$ cat config.mk
export PLATFORM = sky130hd
export DESIGN_NAME = dual_torque_ramp_limiter_core
export DESIGN_NICKNAME = d
export VERILOG_FILES = /design/src/sv/dtrl_pkg.sv /design/src/sv/dtrl_regs.sv /design/src/sv/dtrl_ramp.sv /design/src/sv/dtrl_limit.sv /design/src/sv/dual_torque_ramp_limiter_core.sv
export SDC_FILE = /design/constraint.sdc
export NUM_CORES = 2
export LEC_CHECK = 0
export BUFFER_PORTS_ARGS = -buffer_cell sky130_fd_sc_hd__buf_4
export CORE_MARGIN = 1
export CORE_UTILIZATION = 35
export DETAILED_ROUTE_END_ITERATION = 8
export PLACE_DENSITY_LB_ADDON = 0.3
export SETUP_SLACK_MARGIN = 0.4
export SYNTH_ARGS = -nofsm -noshare
export SYNTH_HDL_FRONTEND = slang
export SYNTH_SLANG_ARGS = --single-unit
$ cat constraint.sdc
create_clock -name aclk -period 29.5 [get_ports aclk]
set_clock_uncertainty 0.15 [all_clocks]
set_input_delay 1.475 -clock aclk [delete_from_list [all_inputs] [get_ports aclk]]
set_output_delay 1.475 -clock aclk [all_outputs]
set_load 0.01 [all_outputs]
$ cat src/sv/dtrl_pkg.sv
// Package: shared types, widths and constants for the dual torque ramp limiter.
package dtrl_pkg;

    // Fixed-point scaling
    localparam int FULL_SCALE     = 16384;
    localparam int RAMP_FRAC_BITS = 7;
    localparam int GAIN_SHIFT     = 14;

    // Field widths
    localparam int REQ_W  = 16;
    localparam int RATE_W = 16;
    localparam int LIM_W  = 15;
    localparam int TRQ_W  = 16;

    // Ramp accumulator and its update arithmetic
    localparam int ACC_W     = REQ_W + RAMP_FRAC_BITS;
    localparam int RAMP_AR_W = ((ACC_W > RATE_W) ? ACC_W : RATE_W) + 2;

    // Sum / clamp arithmetic width (two targets plus limit headroom)
    localparam int SUM_W = TRQ_W + 2;

    // Product width of torque times gain
    localparam int PROD_W = 2 * TRQ_W;

    // Configuration port
    localparam int ADDR_W = 5;
    localparam int DATA_W = 32;

    localparam logic [LIM_W-1:0] LIMIT_RESET = LIM_W'(16384);

    typedef enum logic [2:0] {
        REG_DRIVE_BUILD   = 3'd0,
        REG_DRIVE_RELEASE = 3'd1,
        REG_BRAKE_BUILD   = 3'd2,
        REG_BRAKE_RELEASE = 3'd3,
        REG_DRIVE_LIMIT   = 3'd4,
        REG_REGEN_LIMIT   = 3'd5,
        REG_CURRENT_GAIN  = 3'd6
    } reg_idx_t;

    typedef struct packed {
        logic [RATE_W-1:0] drive_build_rate;
        logic [RATE_W-1:0] drive_release_rate;
        logic [RATE_W-1:0] brake_build_rate;
        logic [RATE_W-1:0] brake_release_rate;
        logic [LIM_W-1:0]  drive_limit;
        logic [LIM_W-1:0]  regen_limit;
        logic [LIM_W-1:0]  current_gain;
    } cfg_t;

endpackage

$ cat src/sv/dtrl_regs.sv
// Configuration register file behind the APB-style port.
module dtrl_regs
    import dtrl_pkg::*;
(
    input  logic              aclk,
    input  logic              aresetn,
    input  logic              psel,
    input  logic              penable,
    input  logic              pwrite,
    input  logic [ADDR_W-1:0] paddr,
    input  logic [DATA_W-1:0] pwdata,
    output logic [DATA_W-1:0] prdata,
    output logic              pready,
    output cfg_t              cfg
);

    cfg_t       cfg_reg;
    cfg_t       cfg_next;
    logic       wr_en;
    logic [2:0] reg_idx;

    assign pready  = 1'b1;
    assign wr_en   = psel && penable && pwrite;
    assign reg_idx = paddr[4:2];
    assign cfg     = cfg_reg;

    // Write decode
    always_comb begin
        cfg_next = cfg_reg;
        if (wr_en) begin
            unique case (reg_idx)
                REG_DRIVE_BUILD:   cfg_next.drive_build_rate   = pwdata[RATE_W-1:0];
                REG_DRIVE_RELEASE: cfg_next.drive_release_rate = pwdata[RATE_W-1:0];
                REG_BRAKE_BUILD:   cfg_next.brake_build_rate   = pwdata[RATE_W-1:0];
                REG_BRAKE_RELEASE: cfg_next.brake_release_rate = pwdata[RATE_W-1:0];
                REG_DRIVE_LIMIT:   cfg_next.drive_limit        = pwdata[LIM_W-1:0];
                REG_REGEN_LIMIT:   cfg_next.regen_limit        = pwdata[LIM_W-1:0];
                REG_CURRENT_GAIN:  cfg_next.current_gain       = pwdata[LIM_W-1:0];
                default:           cfg_next = cfg_reg;
            endcase
        end
    end

    always_ff @(posedge aclk) begin
        if (!aresetn) begin
            cfg_reg.drive_build_rate   <= '0;
            cfg_reg.drive_release_rate <= '0;
            cfg_reg.brake_build_rate   <= '0;
            cfg_reg.brake_release_rate <= '0;
            cfg_reg.drive_limit        <= LIMIT_RESET;
            cfg_reg.regen_limit        <= LIMIT_RESET;
            cfg_reg.current_gain       <= '0;
        end else begin
            cfg_reg <= cfg_next;
        end
    end

    // Read mux
    always_comb begin
        unique case (reg_idx)
            REG_DRIVE_BUILD:   prdata = DATA_W'(cfg_reg.drive_build_rate);
            REG_DRIVE_RELEASE: prdata = DATA_W'(cfg_reg.drive_release_rate);
            REG_BRAKE_BUILD:   prdata = DATA_W'(cfg_reg.brake_build_rate);
            REG_BRAKE_RELEASE: prdata = DATA_W'(cfg_reg.brake_release_rate);
            REG_DRIVE_LIMIT:   prdata = DATA_W'(cfg_reg.drive_limit);
            REG_REGEN_LIMIT:   prdata = DATA_W'(cfg_reg.regen_limit);
            REG_CURRENT_GAIN:  prdata = DATA_W'(cfg_reg.current_gain);
            default:           prdata = '0;
        endcase
    end

endmodule

$ cat src/sv/dtrl_ramp.sv
// One slew-limited ramp channel: accumulator register and its step logic.
module dtrl_ramp
    import dtrl_pkg::*;
(
    input  logic                    aclk,
    input  logic                    aresetn,
    input  logic                    upd,
    input  logic signed [REQ_W-1:0] req,
    input  logic        [RATE_W-1:0] build_rate,
    input  logic        [RATE_W-1:0] release_rate,
    input  logic                    build_ok,
    output logic signed [TRQ_W-1:0] target
);

    logic signed [ACC_W-1:0]     acc_reg;
    logic signed [ACC_W-1:0]     acc_next;
    logic signed [ACC_W-1:0]     goal;
    logic        [RATE_W-1:0]    step;
    logic signed [RAMP_AR_W-1:0] acc_x;
    logic signed [RAMP_AR_W-1:0] goal_x;
    logic signed [RAMP_AR_W-1:0] step_x;
    logic signed [RAMP_AR_W-1:0] up;
    logic signed [RAMP_AR_W-1:0] dn;
    logic                        req_nz;

    // Goal and step selection; build step gated by enable/start
    always_comb begin
        req_nz = (req != '0);
        goal   = req_nz ? ACC_W'(req) <<< RAMP_FRAC_BITS : '0;
        if (req_nz) begin
            step = build_ok ? build_rate : '0;
        end else begin
            step = release_rate;
        end
    end

    // Step toward the goal without passing it
    always_comb begin
        acc_x  = RAMP_AR_W'(acc_reg);
        goal_x = RAMP_AR_W'(goal);
        step_x = RAMP_AR_W'($signed({1'b0, step}));
        up     = acc_x + step_x;
        dn     = acc_x - step_x;
        if (acc_x < goal_x) begin
            acc_next = (up > goal_x) ? goal : up[ACC_W-1:0];
        end else if (acc_x > goal_x) begin
            acc_next = (dn < goal_x) ? goal : dn[ACC_W-1:0];
        end else begin
            acc_next = acc_reg;
        end
    end

    // Floor shift of the new accumulator value
    assign target = acc_next[ACC_W-1:RAMP_FRAC_BITS];

    always_ff @(posedge aclk) begin
        if (!aresetn) begin
            acc_reg <= '0;
        end else if (upd) begin
            acc_reg <= acc_next;
        end
    end

endmodule

$ cat src/sv/dtrl_limit.sv
// Torque sum, full-scale clamp, direction limits and current gain scaling.
module dtrl_limit
    import dtrl_pkg::*;
(
    input  logic signed [TRQ_W-1:0] drive_target,
    input  logic signed [TRQ_W-1:0] brake_target,
    input  logic                    reverse_mode,
    input  cfg_t                    cfg,
    output logic signed [TRQ_W-1:0] current_command
);

    localparam logic signed [SUM_W-1:0] FS_POS = SUM_W'(FULL_SCALE);
    localparam logic signed [SUM_W-1:0] FS_NEG = -FS_POS;

    logic signed [SUM_W-1:0]  sum;
    logic signed [SUM_W-1:0]  clamped;
    logic signed [SUM_W-1:0]  hi_lim;
    logic signed [SUM_W-1:0]  lo_lim;
    logic signed [SUM_W-1:0]  limited;
    logic signed [TRQ_W-1:0]  torque;
    logic signed [PROD_W-1:0] prod;

    // Sum and clamp to full scale
    always_comb begin
        sum = SUM_W'(drive_target) + SUM_W'(brake_target);
        if (sum > FS_POS) begin
            clamped = FS_POS;
        end else if (sum < FS_NEG) begin
            clamped = FS_NEG;
        end else begin
            clamped = sum;
        end
    end

    // Direction limits: upper bound tested first
    always_comb begin
        if (reverse_mode) begin
            hi_lim = $signed(SUM_W'(cfg.regen_limit));
            lo_lim = -$signed(SUM_W'(cfg.drive_limit));
        end else begin
            hi_lim = $signed(SUM_W'(cfg.drive_limit));
            lo_lim = -$signed(SUM_W'(cfg.regen_limit));
        end
        if (clamped > hi_lim) begin
            limited = hi_lim;
        end else if (clamped < lo_lim) begin
            limited = lo_lim;
        end else begin
            limited = clamped;
        end
    end

    // Gain scaling, floor shift, wrap to 16 bits
    assign torque          = limited[TRQ_W-1:0];
    assign prod            = torque * $signed({1'b0, cfg.current_gain});
    assign current_command = prod[GAIN_SHIFT+TRQ_W-1:GAIN_SHIFT];

endmodule

$ cat src/sv/dual_torque_ramp_limiter_core.sv
// Top level: input register, ramp/limit datapath, enable logic, result register.
//
// Usage:
//   Input transactions (s_valid/s_ready) carry one control tick: drive and
//   brake torque requests, direction, start permission and global enable.
//   Each accepted transaction yields exactly one result transaction
//   (m_valid/m_ready) with both ramp targets, the current command and the
//   motor enable, PWM arm and start-consumed flags.
//   An accepted transaction is held in the input register, then passes through
//   the ramp, limit and gain logic into the result register, where the ramp
//   accumulators and enable bit also update and m_valid is raised.
//   Throughput is one transaction per cycle while the receiver does not
//   stall, since the accumulators and enable bit update with each result.
//   When the receiver stalls, the result register holds and the input
//   register still takes one more transaction; s_ready drops only when
//   both are full and m_ready is low.
//   Reset clears the accumulators, the enable bit and both valid flags,
//   and returns the configuration registers to their reset values.
//   Configuration goes through the APB-style port at byte address 4*index.
module dual_torque_ramp_limiter_core
    import dtrl_pkg::*;
(
    input  logic                    aclk,
    input  logic                    aresetn,
    // Configuration port
    input  logic                    psel,
    input  logic                    penable,
    input  logic                    pwrite,
    input  logic [ADDR_W-1:0]       paddr,
    input  logic [DATA_W-1:0]       pwdata,
    output logic [DATA_W-1:0]       prdata,
    output logic                    pready,
    // Input channel
    input  logic                    s_valid,
    output logic                    s_ready,
    input  logic signed [REQ_W-1:0] s_drive_request,
    input  logic signed [REQ_W-1:0] s_brake_request,
    input  logic                    s_reverse_mode,
    input  logic                    s_start_allowed,
    input  logic                    s_global_enable,
    // Result channel
    output logic                    m_valid,
    input  logic                    m_ready,
    output logic signed [TRQ_W-1:0] m_drive_target,
    output logic signed [TRQ_W-1:0] m_brake_target,
    output logic signed [TRQ_W-1:0] m_current_command,
    output logic                    m_motor_enabled,
    output logic                    m_pwm_arm,
    output logic                    m_start_consumed
);

    cfg_t cfg;

    // Input register
    logic                    in_vld_reg;
    logic                    in_vld_next;
    logic signed [REQ_W-1:0] dreq_reg;
    logic signed [REQ_W-1:0] breq_reg;
    logic                    rev_reg;
    logic                    start_reg;
    logic                    gen_reg;

    // Result register
    logic                    out_vld_reg;
    logic                    out_vld_next;
    logic signed [TRQ_W-1:0] dtgt_reg;
    logic signed [TRQ_W-1:0] btgt_reg;
    logic signed [TRQ_W-1:0] cmd_reg;
    logic                    men_reg;
    logic                    arm_reg;
    logic                    consumed_reg;

    // Enable state
    logic                    en_reg;
    logic                    en_next;

    logic                    advance;
    logic                    fire;
    logic                    build_ok;
    logic signed [TRQ_W-1:0] dtgt;
    logic signed [TRQ_W-1:0] btgt;
    logic signed [TRQ_W-1:0] cmd;
    logic                    want;
    logic                    arm_next;
    logic                    consumed_next;

    dtrl_regs u_regs (
        .aclk    (aclk),
        .aresetn (aresetn),
        .psel    (psel),
        .penable (penable),
        .pwrite  (pwrite),
        .paddr   (paddr),
        .pwdata  (pwdata),
        .prdata  (prdata),
        .pready  (pready),
        .cfg     (cfg)
    );

    // Pipeline handshake
    assign advance = !out_vld_reg || m_ready;
    assign fire    = in_vld_reg && advance;
    assign s_ready = !in_vld_reg || advance;
    assign build_ok = en_reg || start_reg;

    dtrl_ramp u_drive_ramp (
        .aclk         (aclk),
        .aresetn      (aresetn),
        .upd          (fire),
        .req          (dreq_reg),
        .build_rate   (cfg.drive_build_rate),
        .release_rate (cfg.drive_release_rate),
        .build_ok     (build_ok),
        .target       (dtgt)
    );

    dtrl_ramp u_brake_ramp (
        .aclk         (aclk),
        .aresetn      (aresetn),
        .upd          (fire),
        .req          (breq_reg),
        .build_rate   (cfg.brake_build_rate),
        .release_rate (cfg.brake_release_rate),
        .build_ok     (build_ok),
        .target       (btgt)
    );

    dtrl_limit u_limit (
        .drive_target    (dtgt),
        .brake_target    (btgt),
        .reverse_mode    (rev_reg),
        .cfg             (cfg),
        .current_command (cmd)
    );

    // Motor enable, PWM arm and start consumption
    always_comb begin
        want = gen_reg && (cmd != '0 || breq_reg != '0 || dreq_reg != '0 ||
                           dtgt != '0 || btgt != '0);
        arm_next      = 1'b0;
        consumed_next = 1'b0;
        en_next       = en_reg;
        if (want) begin
            arm_next = !en_reg;
            if (start_reg) begin
                en_next       = 1'b1;
                consumed_next = 1'b1;
            end
        end else if (cmd == '0 && dtgt == '0 && btgt == '0) begin
            en_next = 1'b0;
        end
    end

    // Valid flags
    always_comb begin
        in_vld_next = in_vld_reg;
        if (s_valid && s_ready) begin
            in_vld_next = 1'b1;
        end else if (fire) begin
            in_vld_next = 1'b0;
        end
        out_vld_next = out_vld_reg;
        if (fire) begin
            out_vld_next = 1'b1;
        end else if (m_ready) begin
            out_vld_next = 1'b0;
        end
    end

    // Control state
    always_ff @(posedge aclk) begin
        if (!aresetn) begin
            in_vld_reg  <= 1'b0;
            out_vld_reg <= 1'b0;
            en_reg      <= 1'b0;
        end else begin
            in_vld_reg  <= in_vld_next;
            out_vld_reg <= out_vld_next;
            if (fire) begin
                en_reg <= en_next;
            end
        end
    end

    // Input payload
    always_ff @(posedge aclk) begin
        if (s_valid && s_ready) begin
            dreq_reg  <= s_drive_request;
            breq_reg  <= s_brake_request;
            rev_reg   <= s_reverse_mode;
            start_reg <= s_start_allowed;
            gen_reg   <= s_global_enable;
        end
    end

    // Result payload
    always_ff @(posedge aclk) begin
        if (fire) begin
            dtgt_reg     <= dtgt;
            btgt_reg     <= btgt;
            cmd_reg      <= cmd;
            men_reg      <= en_next;
            arm_reg      <= arm_next;
            consumed_reg <= consumed_next;
        end
    end

    assign m_valid           = out_vld_reg;
    assign m_drive_target    = dtgt_reg;
    assign m_brake_target    = btgt_reg;
    assign m_current_command = cmd_reg;
    assign m_motor_enabled   = men_reg;
    assign m_pwm_arm         = arm_reg;
    assign m_start_consumed  = consumed_reg;

`ifndef SYNTH
    // A consumed start always leaves the motor enabled
    a_consumed_enables: assert property (@(posedge aclk) disable iff (!aresetn)
        m_valid && m_start_consumed |-> m_motor_enabled)
        else $error("start consumed without motor enable");

    // Enable state changes only when a transaction is processed
    a_en_stable: assert property (@(posedge aclk) disable iff (!aresetn)
        !fire |=> $stable(en_reg))
        else $error("enable bit changed without a transaction");

    // Backpressure only when both stages are full and the receiver stalls
    a_ready_low: assert property (@(posedge aclk) disable iff (!aresetn)
        !s_ready |-> (in_vld_reg && out_vld_reg && !m_ready))
        else $error("input stalled with room in the pipeline");

    // Result register reflects the enable bit just written
    a_men_tracks: assert property (@(posedge aclk) disable iff (!aresetn)
        fire |=> (m_motor_enabled == en_reg))
        else $error("reported motor enable differs from state");
`endif

endmodule

==> impl_results.md <==
- Post-CTS setup buffers: 0
- Fillers: 8718
- Final Cell Area: 33300 µm²
- Area leader, netlist: fa_1
- Ports: 165
- Crit-path slowest cell: mux2i_2
- Hold_sp: u_regs.cfg[63]
- Initial antenna violation count: 0
- GR Util All Layers: 21.9%
- Sum Neg Setup Slack: 0 ns
- Final period utilization: 75.2%
- Std-Cell Rows: 107
- Clock Pin Slew Worst Setup and Hold Paths: 0.06 ns
- Critical path arrival: 22.37 ns
- Pre-Repair DR Iteration Count: 5
- Die height: 297 µm
- Synth Instances: 3635
- Commonest non-fill, non-tap cells in the layout: 501 x nand2_1, 406 x inv_1, 300 x ha_1
- Number of global-route vias before repair: 25254
- CP peak stage delay: 0.90 ns
- Syn Std Cell Area: 30400 µm²
- Setup Viol. Count Final: 0
- Max reg flops: 109
- Max Root-Sink Buffers: 3
- Synth warn: 0
- Global-route wire length before repair: 150 mm
- Detailed-route via count: 26285
- RR Startpoint: dreq_reg[0]
- RSZ-0062 raised after global routing: false
- Worst reg2reg path depth: 71
- Clk root buf: clkbuf_16
- Leading post-synthesis cells by cell area: fa_1 16%, ha_1 12%, dfxtp_1 10%, edfxtp_1 8.5%, nand2_1 6.2%
- Crit path from: dreq_reg[0]
- Max Slew Vio Count: 0
- Vias per cell: 5.44
- Share of layout cells above drive strength 1: 8.28%
- Synth cell types: 105
- Worst Setup EP: m_pwm_arm
- Drt initial violations: 2050
- Seq/Total Area, Yosys: 18.9%
- Clock Sink Count: 244
- RePlAce Congestion: 0.942
- Syn-to-layout area delta: 9.69%
- Core Footprint: 85500 µm²
- Synth Area per Inst: 8.36 µm²
- Area of the die: 88000 µm²
- Levels on crit path: 71
- Final-stage net count: 4278
- Crit-path leading delay family: compound AO/OA/AOI/OAI gates
- Clock H-tree levels: 1
- CP startpoint kind: register
- CP Capture Type: register
- Ys async rst share: 0%
- FF-to-FF setup slack: 7.32 ns
- IO Port Bufs: 129
- Multi-input gate area: 22400 µm²
- Ys flop type: dfxtp_1
- Overflow after GRT: 0
- Worst path most repeated cell: fa_1
- CP Class: reg2reg
- Reg area: 5750 µm²
- Crit path time final: 22.18 ns
- Resized cells post-CTS: 0
- MaxCap Viol Count: 0
- Worst-skew pair later-pin latency: 0.60 ns
- Dpl hpwl: 75.9 mm
- Num CTS Buffers: 29
- Max Clk Rate: 0.0451 GHz
- Reg2reg end: m_pwm_arm
- Critical Path RT: 29.68 ns
- WL per Instance: 20.0 µm
- Cts hold-fix bufs: 0
- Final hold viol count: 0
- Initial core utilization: 35.5%
- Pin count of the biggest net entering global routing: 85
- FF+latch count, synth: 244
- Horiz. Die Dim: 297 µm
- Share of the synthesized area in the top cell type: 15.7%
- Max FO, Critical Path: 31
- Post-route ant nets: 0
- Most common cell after layout, fill and taps aside: nand2_1
- Final WL: 96.7 mm
- Post-synth EDFFs: 86
- Slew HR: 18.5%
- Status: completed
- Buf/Inv on CP: 8
- Worst-Margin Slew: 1.21 ns
- Area post-placement: 32400 µm²
- # DRC: 0
- Worst Hold Class: reg2reg
- CTS tree: done
cells by family (layout without fill, tap and decap cells):
| family | after synthesis | count (layout) | synth area share, % |
|---|---|---|---|
| mux | 100 | 100 | 3.80 |
| buf+inv | 602 | 636 | 7.85 |
| simple gates | 1220 | 1220 | 19.5 |
| compound gates | 806 | 806 | 18.3 |
| other cells | 2 | 21 | 0.0247 |
| xor+xnor | 123 | 123 | 3.55 |
| fa+ha+maj | 538 | 538 | 28.0 |
| flops | 244 | 244 | 18.9 |
Yosys cell counts, drive strengths merged (17+ instances only):
library cell  number
nand2b            40
and2             133
a21boi           109
dfxtp            158
a31oi             25
fa               238
o21a              29
o21ai            168
nand2            501
mux2              17
inv              408
nor3              57
a21oi            152
buf               49
nand3             57
o211a             22
xnor2             83
o211ai            39
mux2i             73
and3              19
o22ai             18
nor2             196
nor2b             62
clkbuf           145
edfxtp            86
a211oi            28
a21o              49
ha               300
nor4              36
xor2              40
nand4             33
area by class of cell:
cell class / instances / share of cell area [%]
multi-input cells: 2804 / 67.1
well taps: 1144 / 4.30
repair buffers: 174 / 3.92
clock buffers: 40 / 2.42
diodes: 4 / 0.0300
flip-flops and latches: 244 / 17.2
clock inverters: 14 / 0.375
inverters: 408 / 4.60
worst min-delay path by stage:
| stage | depth (start not counted) | slack, ns | to |
|---|---|---|---|
| after global placement | 2 | 0.32 | u_regs.cfg[63] |
| final | 2 | 0.33 | u_regs.cfg[63] |
| after detailed placement | 2 | 0.33 | u_regs.cfg[63] |
| after floorplan | 2 | 0.30 | u_regs.cfg[62] |
| after global routing | 2 | 0.36 | u_regs.cfg[71] |
| after CTS | 2 | 0.33 | u_regs.cfg[63] |
through the flow:
| step | setup WS, ns | hold slack, ns | std cells | util, % |
|---|---|---|---|---|
| 2_1_floorplan | 12.12 | 0.304 | 3650 | - |
| 3_3_place_gp | 7.88 | 0.318 | 4774 | 37.9 |
| 3_5_place_dp | 7.72 | 0.325 | 4774 | 37.9 |
| 4_1_cts | 7.62 | 0.334 | 4828 | 38.9 |
| 5_1_grt | 6.22 | 0.355 | 4828 | 38.9 |
| 6_report | 7.32 | 0.331 | 4832 | 39.0 |
per-layer routing:
layer / up-vias / share of wire (%) / track usage, %
met5: - / 0 / 0
met4: 0 / 2.4 / 4.94
li1: 12526 / - / -
met1: 12855 / 46 / 30.5
met2: 785 / 46 / 36.6
met3: 119 / 5.6 / 2.22
worst reg2reg max path: cells and delay by family, from the launching register on:
family                     cells  cell delay, ns
AOI/OAI and AO/OA             27            8.68
xor gates and xnor gates       1            0.12
adders and majority gates     12            5.47
buffers and inverters          8            1.31
DFF                            1            0.56
muxes                          3            1.22
and+or+nand+nor               20            4.37
Power is left out: the tool's default activity adds up to more than one toggle a clock period on the data nets, which glitch-free logic cannot reach.
